===== src/design/rgbab_pkg.sv =====
// shared widths, constants and types for the rgb565 alpha-over blend pipeline
package rgbab_pkg;

  localparam int ALPHA_W = 8;
  localparam int COLOR_W = 16;
  localparam int CHAN_W  = 6;
  localparam int NCHAN   = 3;
  localparam int NUM_W   = 15;
  localparam int REM_W   = 11;
  localparam int QHI_W   = 3;

  localparam int IN_TDATA_W  = 48;
  localparam int OUT_TDATA_W = 24;

  localparam int CH_RED   = 0;
  localparam int CH_GREEN = 1;
  localparam int CH_BLUE  = 2;

  localparam logic [ALPHA_W-1:0] ALPHA_MAX = 8'd255;
  localparam logic [CHAN_W-1:0]  RED_MAX   = 6'd31;
  localparam logic [CHAN_W-1:0]  GREEN_MAX = 6'd63;
  localparam logic [CHAN_W-1:0]  BLUE_MAX  = 6'd31;

  // floor(x/255) for x below 2^16: (x * 0x8081) >> 23
  localparam logic [16:0] RECIP255_16 = 17'h08081;
  localparam int          SHIFT255_16 = 23;
  // floor(x/255) for x below 2^22: (x * 0x404041) >> 30
  localparam logic [22:0] RECIP255_22 = 23'h404041;
  localparam int          SHIFT255_22 = 30;

  typedef logic [CHAN_W-1:0]  chan_t;
  typedef logic [ALPHA_W-1:0] alpha_t;
  typedef logic [NUM_W-1:0]   num_t;

endpackage


===== src/design/rgb565_alpha_over_blend_top.sv =====
// top level of the rgb565 alpha-over blend pipeline
//
// composites a source rgb565 pixel with alpha over a destination pixel with alpha.
// input channel: in_tvalid/in_tready/in_tdata, one pixel pair per transfer.
// output channel: out_tvalid/out_tready/out_tdata, one blended pixel per transfer.
// five register stages: alpha and channel products, divide by 255 for alpha and
// the attenuated destination term, numerator sum, then two stages of a restoring
// divider by the combined alpha, three quotient bits per stage per channel.
// out_tvalid is the valid bit of the last stage; throughput is one pixel per cycle
// while out_tready stays high.
// the last stage is the output register; when the receiver stalls with a result
// waiting, the whole pipeline holds and in_tready drops, so nothing is lost or
// repeated; empty stages still advance behind a waiting result only when it moves.
// a zero combined alpha gives a zero color.
// reset clears the stage valid bits; the data registers are not reset.
module rgb565_alpha_over_blend_top
  import rgbab_pkg::*;
(
  input  logic                   clk,
  input  logic                   rst_n,
  input  logic                   in_tvalid,
  output logic                   in_tready,
  // dst_color[15:0], dst_alpha[23:16], src_color[39:24], src_alpha[47:40]
  input  logic [IN_TDATA_W-1:0]  in_tdata,
  output logic                   out_tvalid,
  input  logic                   out_tready,
  // out_color[15:0], out_alpha[23:16]
  output logic [OUT_TDATA_W-1:0] out_tdata
);

  localparam int NSTAGE = 5;

  logic              ce;
  logic [NSTAGE-1:0] vld_r, vld_nxt;

  // stage 1
  alpha_t       a1_r1, a2_r1;
  logic [15:0]  pa_r1, pa_nxt;
  logic [15:0]  t_r1, t_nxt;
  chan_t        c1_r1 [NCHAN];
  chan_t        c1_nxt [NCHAN];
  logic [13:0]  sa_r1 [NCHAN];
  logic [13:0]  sa_nxt [NCHAN];

  // stage 2
  alpha_t       a_r2, a_nxt;
  logic [21:0]  u_r2 [NCHAN];
  logic [21:0]  u_nxt [NCHAN];
  logic [13:0]  sa_r2 [NCHAN];

  // stage 3
  alpha_t       a_r3;
  num_t         num_r3 [NCHAN];
  num_t         num_nxt [NCHAN];

  // stages 4 and 5
  alpha_t       a_r4, a_r5;
  chan_t        q_w [NCHAN];
  chan_t        cmax [NCHAN];

  assign ce        = !vld_r[NSTAGE-1] || out_tready;
  assign in_tready = ce;
  assign vld_nxt   = {vld_r[NSTAGE-2:0], in_tvalid};

  assign cmax[CH_RED]   = RED_MAX;
  assign cmax[CH_GREEN] = GREEN_MAX;
  assign cmax[CH_BLUE]  = BLUE_MAX;

  always_ff @(posedge clk) begin
    if (!rst_n) begin
      vld_r <= '0;
    end else if (ce) begin
      vld_r <= vld_nxt;
    end
  end

  // unpack and first products
  always_comb begin
    logic [COLOR_W-1:0] dc;
    logic [COLOR_W-1:0] sc;
    alpha_t             a1;
    alpha_t             a2;
    chan_t              c2 [NCHAN];
    dc = in_tdata[15:0];
    a1 = in_tdata[23:16];
    sc = in_tdata[39:24];
    a2 = in_tdata[47:40];
    c1_nxt[CH_RED]   = {1'b0, dc[15:11]};
    c1_nxt[CH_GREEN] = dc[10:5];
    c1_nxt[CH_BLUE]  = {1'b0, dc[4:0]};
    c2[CH_RED]       = {1'b0, sc[15:11]};
    c2[CH_GREEN]     = sc[10:5];
    c2[CH_BLUE]      = {1'b0, sc[4:0]};
    pa_nxt = a1 * a2;
    t_nxt  = a1 * (ALPHA_MAX - a2);
    for (int i = 0; i < NCHAN; i++) begin
      sa_nxt[i] = c2[i] * a2;
    end
  end

  // combined alpha and destination term
  always_comb begin
    logic [32:0] pd;
    logic [8:0]  asum;
    pd   = {16'd0, pa_r1} * {16'd0, RECIP255_16};
    asum = {1'b0, a1_r1} + {1'b0, a2_r1} - {1'b0, pd[SHIFT255_16 +: ALPHA_W]};
    a_nxt = asum[ALPHA_W-1:0];
    for (int i = 0; i < NCHAN; i++) begin
      u_nxt[i] = c1_r1[i] * t_r1;
    end
  end

  // numerator per channel
  always_comb begin
    logic [44:0] w;
    for (int i = 0; i < NCHAN; i++) begin
      w          = {23'd0, u_r2[i]} * {22'd0, RECIP255_22};
      num_nxt[i] = {1'b0, w[SHIFT255_22 +: 14]} + {1'b0, sa_r2[i]};
    end
  end

  always_ff @(posedge clk) begin
    if (ce) begin
      a1_r1  <= in_tdata[23:16];
      a2_r1  <= in_tdata[47:40];
      pa_r1  <= pa_nxt;
      t_r1   <= t_nxt;
      a_r2   <= a_nxt;
      a_r3   <= a_r2;
      a_r4   <= a_r3;
      a_r5   <= a_r4;
      for (int i = 0; i < NCHAN; i++) begin
        c1_r1[i]  <= c1_nxt[i];
        sa_r1[i]  <= sa_nxt[i];
        u_r2[i]   <= u_nxt[i];
        sa_r2[i]  <= sa_r1[i];
        num_r3[i] <= num_nxt[i];
      end
    end
  end

  for (genvar g = 0; g < NCHAN; g++) begin : g_div
    rgbab_div u_div (
      .clk     (clk),
      .en      (ce),
      .num_i   (num_r3[g]),
      .den_i   (a_r3),
      .sat_max (cmax[g]),
      .q_o     (q_w[g])
    );
  end

  assign out_tvalid = vld_r[NSTAGE-1];
  assign out_tdata  = {a_r5, q_w[CH_RED][4:0], q_w[CH_GREEN], q_w[CH_BLUE][4:0]};

`ifndef SYNTH
  // transparent result carries no color
  a_zero_clear: assert property (@(posedge clk) disable iff (!rst_n)
    (out_tvalid && (out_tdata[23:16] == '0)) |-> (out_tdata[15:0] == '0))
    else $error("zero alpha with nonzero color");

  // a stalled result freezes every stage
  a_stall_hold: assert property (@(posedge clk) disable iff (!rst_n)
    (out_tvalid && !out_tready) |=> $stable(vld_r))
    else $error("pipeline moved during stall");

  // nothing leaves right after reset
  a_reset_empty: assert property (@(posedge clk)
    !rst_n |=> !out_tvalid)
    else $error("output valid after reset");
`endif

endmodule


===== src/design/rgbab_div.sv =====
// two-stage restoring divider for one color channel with saturation and zero-alpha clear
module rgbab_div
  import rgbab_pkg::*;
(
  input  logic   clk,
  input  logic   en,
  input  num_t   num_i,
  input  alpha_t den_i,
  input  chan_t  sat_max,
  output chan_t  q_o
);

  logic [REM_W-1:0] rem_r, rem_nxt;
  logic [QHI_W-1:0] qhi_r, qhi_nxt;
  logic             sat_r, sat_nxt;
  alpha_t           den_r;
  chan_t            q_r, q_nxt;

  // upper quotient bits and overflow check
  always_comb begin
    logic [NUM_W-1:0] rem;
    logic [NUM_W-1:0] dsh;
    rem     = num_i;
    qhi_nxt = '0;
    sat_nxt = (num_i >= {1'b0, den_i, 6'd0});
    for (int k = CHAN_W - 1; k >= CHAN_W - QHI_W; k--) begin
      dsh = {7'd0, den_i} << k;
      if (rem >= dsh) begin
        rem = rem - dsh;
        qhi_nxt[k - (CHAN_W - QHI_W)] = 1'b1;
      end
    end
    rem_nxt = rem[REM_W-1:0];
  end

  // lower quotient bits, clamp and clear
  always_comb begin
    logic [REM_W-1:0] rem;
    logic [REM_W-1:0] dsh;
    logic [2:0]       qlo;
    chan_t            q;
    rem = rem_r;
    qlo = '0;
    for (int k = CHAN_W - QHI_W - 1; k >= 0; k--) begin
      dsh = {3'd0, den_r} << k;
      if (rem >= dsh) begin
        rem    = rem - dsh;
        qlo[k] = 1'b1;
      end
    end
    q = {qhi_r, qlo};
    if (den_r == '0) begin
      q_nxt = '0;
    end else if (sat_r || (q > sat_max)) begin
      q_nxt = sat_max;
    end else begin
      q_nxt = q;
    end
  end

  always_ff @(posedge clk) begin
    if (en) begin
      rem_r <= rem_nxt;
      qhi_r <= qhi_nxt;
      sat_r <= sat_nxt;
      den_r <= den_i;
      q_r   <= q_nxt;
    end
  end

  assign q_o = q_r;

endmodule

===== config.mk =====
export PLATFORM = sky130hd
export DESIGN_NAME = rgb565_alpha_over_blend_top
export DESIGN_NICKNAME = d
export VERILOG_FILES = /design/src/design/rgbab_pkg.sv /design/src/design/rgb565_alpha_over_blend_top.sv /design/src/design/rgbab_div.sv
export SDC_FILE = /design/constraint.sdc
export NUM_CORES = 2
export LEC_CHECK = 0
export ABC_AREA = 1
export BUFFER_PORTS_ARGS = -buffer_cell sky130_fd_sc_hd__buf_4
export CAP_MARGIN = 20
export CELL_PAD_IN_SITES_DETAIL_PLACEMENT = 0
export CELL_PAD_IN_SITES_GLOBAL_PLACEMENT = 1
export CORE_UTILIZATION = 51
export CTS_CLUSTER_SIZE = 12
export DETAILED_ROUTE_END_ITERATION = 6
export PLACE_DENSITY = 0.8
export SYNTH_ARGS = -nofsm -noshare
export SYNTH_HDL_FRONTEND = slang
export SYNTH_SLANG_ARGS = --single-unit

===== constraint.sdc =====
create_clock -name clk -period 10 [get_ports clk]
set_clock_uncertainty 0.05 [all_clocks]
set_input_delay 1 -clock clk [delete_from_list [all_inputs] [get_ports clk]]
set_output_delay 1 -clock clk [all_outputs]
set_load 0.05 [all_outputs]

==> metrics.yaml <==
status: "complete, no violations"
cts-resized-gates: 0
gp_congestion: 0.912
hpwl_um: 94500
crit_family: "simple AND/OR/NAND/NOR gates"
viasPerCell: 5.23
top_level_ports: 78
synth_top_area_share_pct: 23.3
ys.flop_type: "edfxtp_1"
cp-start-kind: "register"
drt-initial-drc-count: 1851
hp-class: "reg2reg"
syn_nets: 7112
nFillCells: 8887
required_ps: 10350
critPathMaxStageDelay_ps: 560
finalHoldViolCount: 0
final_antenna_net_count: 0
fin_crit_sh_pct: 67.6
port_buffers: 77
setup_ws_ps: 3240
drt-total-wl_um: 116000
cts.sinks: 353
antenna_found_initial: 5
first_pass_iters: 5
maxClockFrequency_mhz: 148
tightest_slew_ps: 917
nets: 7127
setup_viol: 0
holdBufCountCts: 0
cts_root_buf: "clkbuf_16"
synth_seq_cells: 353
fp.dieW_um: 309
grt_pass1_wl_um: 190000
yosys-top-cells-area: "ha_1 23%, edfxtp_1 22%, fa_1 14%"
slew_headroom_pct: 38.8
postCtsSetupRepairBufs: 0
slew_violations: 0
die_y_um: 309
crit_buf_inv: 4
die_area_um2: 95500
fin_crit_ps: 6760
via_count: 37300
yosysMostFrequentCell: "nand2_1"
fin_setup_tns_ps: 0
cts_buffers: 45
cpMaxStageDelayCell: "edfxtp_1"
cap_violations: 0
crit_fanout: 14
ys_warn_count: 0
grt_setup_unrepaired: "false"
start_util_pct: 51.5
whs_ps: 320
drc: 0
clockBufferDepth: 3
ys_top_cells_by_count: "1279 x nand2_1, 1092 x inv_1, 894 x ha_1"
syn_inst: 5822
path_common_cell: "nand2_1"
coreArea_um2: 93300
grt_max_degree: 73
cts_htree_levels: 2
cts.clk_slew.worst_paths_ps: 60
synth_largest_area_cell: "ha_1"
syn_avg_cell_area_um2: 8.25
synth_cell_types: 64
synthesis.area_um2: 48100
grt_overflow: 0
fin_util_pct: 55.0
num_rows: 112
clk_latency_ps: 640
cp.arrival_ps: 7110
crit_path_end_kind: "register"
yosysSeqAreaShare_pct: 22.0
routedWlPerCell_um: 16.3
ys_async_sr_fraction_pct: 0
synth_edf_count: 348
area_growth_pct: 6.76
cts_tree: "yes"
post-place-ws_ps: 3250
drive_gt1_share_pct: 3.80
grt.total_usage_pct: 24.8
path_class: "reg2reg"
first_global_vias: 37200
[cells by family after synthesis]
kind of cell	Yosys count	synth area share [%]
DFF	353	22.0
xor gates and xnor gates	267	4.88
AOI/OAI and AO/OA	767	8.97
adders and majority gates	1238	37.6
and+or+nand+nor	1973	16.9
muxes	1	0.0234
buffers and inverters	1223	9.64
[per-layer routing]
metal | up-vias | global-route usage (%) | wire length (µm)
li1 | 19000 | - | -
met1 | 17500 | 33.3 | 54100
met2 | 639 | 42.9 | 55200
met3 | 146 | 2.80 | 4560
met4 | 8 | 5.54 | 2350
met5 | - | 0 | 49
[area by class of cell]
type,count,area [µm²],area share [%]
Inverter,1096,4120,8.03
Clock buffer,48,1140,2.22
Antenna cell,1,2.50,0.00488
Timing Repair Buffer,95,713,1.39
Clock inverter,33,342,0.666
Sequential cell,353,10600,20.6
Tap cell,1254,1570,3.06
Multi-Input combinational cell,4246,32900,64.1
[sequential cells by signal (all words and copies together) (netlist names)]
signal	cells
u_r2	66
g_div.u_div.den_r	8
g_div.u_div.q_o	16
a2_r1	8
a1_r1	8
g_div.u_div.rem_r	33
a_r3	8
vld_r	5
c1_r1	16
t_r1	16
pa_r1	16
g_div.u_div.qhi_r	9
sa_r2	40
sa_r1	40
a_r2	8
g_div.u_div.sat_r	3
a_r5	8
num_r3	45
[through the flow]
stage | area, µm² | cells
global route | 51300 | 7125
global placement | 49800 | 7044
finish | 51300 | 7126
CTS | 51300 | 7125
detailed placement | 49800 | 7044
floorplan | 48100 | 5822
[final timing paths]
kind                          startpoint                                 to  slack (ps)  cells after the start
hold reg to reg   sa_r1[0][21]$_DFFE_PP_             sa_r2[0][21]$_DFFE_PP_         320                      0
setup / recovery       a_r3[1]$_DFFE_PP_  g_div[0].u_div.rem_r[9]$_DFFE_PP_        3240                     31
hold / removal    sa_r1[0][21]$_DFFE_PP_             sa_r2[0][21]$_DFFE_PP_         320                      0
setup reg to reg       a_r3[1]$_DFFE_PP_  g_div[0].u_div.rem_r[9]$_DFFE_PP_        3240                     31
[placed cells by master (no fill, tap or decap), types with 45 or more instances in the layout]
cell type / count
nand2_1: 1279
inv_1: 1091
ha_1: 894
a21oi_1: 372
nor2_1: 356
edfxtp_1: 348
fa_1: 344
o21ai_0: 210
xor2_1: 176
nand3_1: 166
buf_4: 95
xnor2_1: 90
nand4_1: 61
clkbuf_16: 45
Power is not shown: default switching activity piles up to over one toggle a cycle in this logic, so the estimate is an artifact.
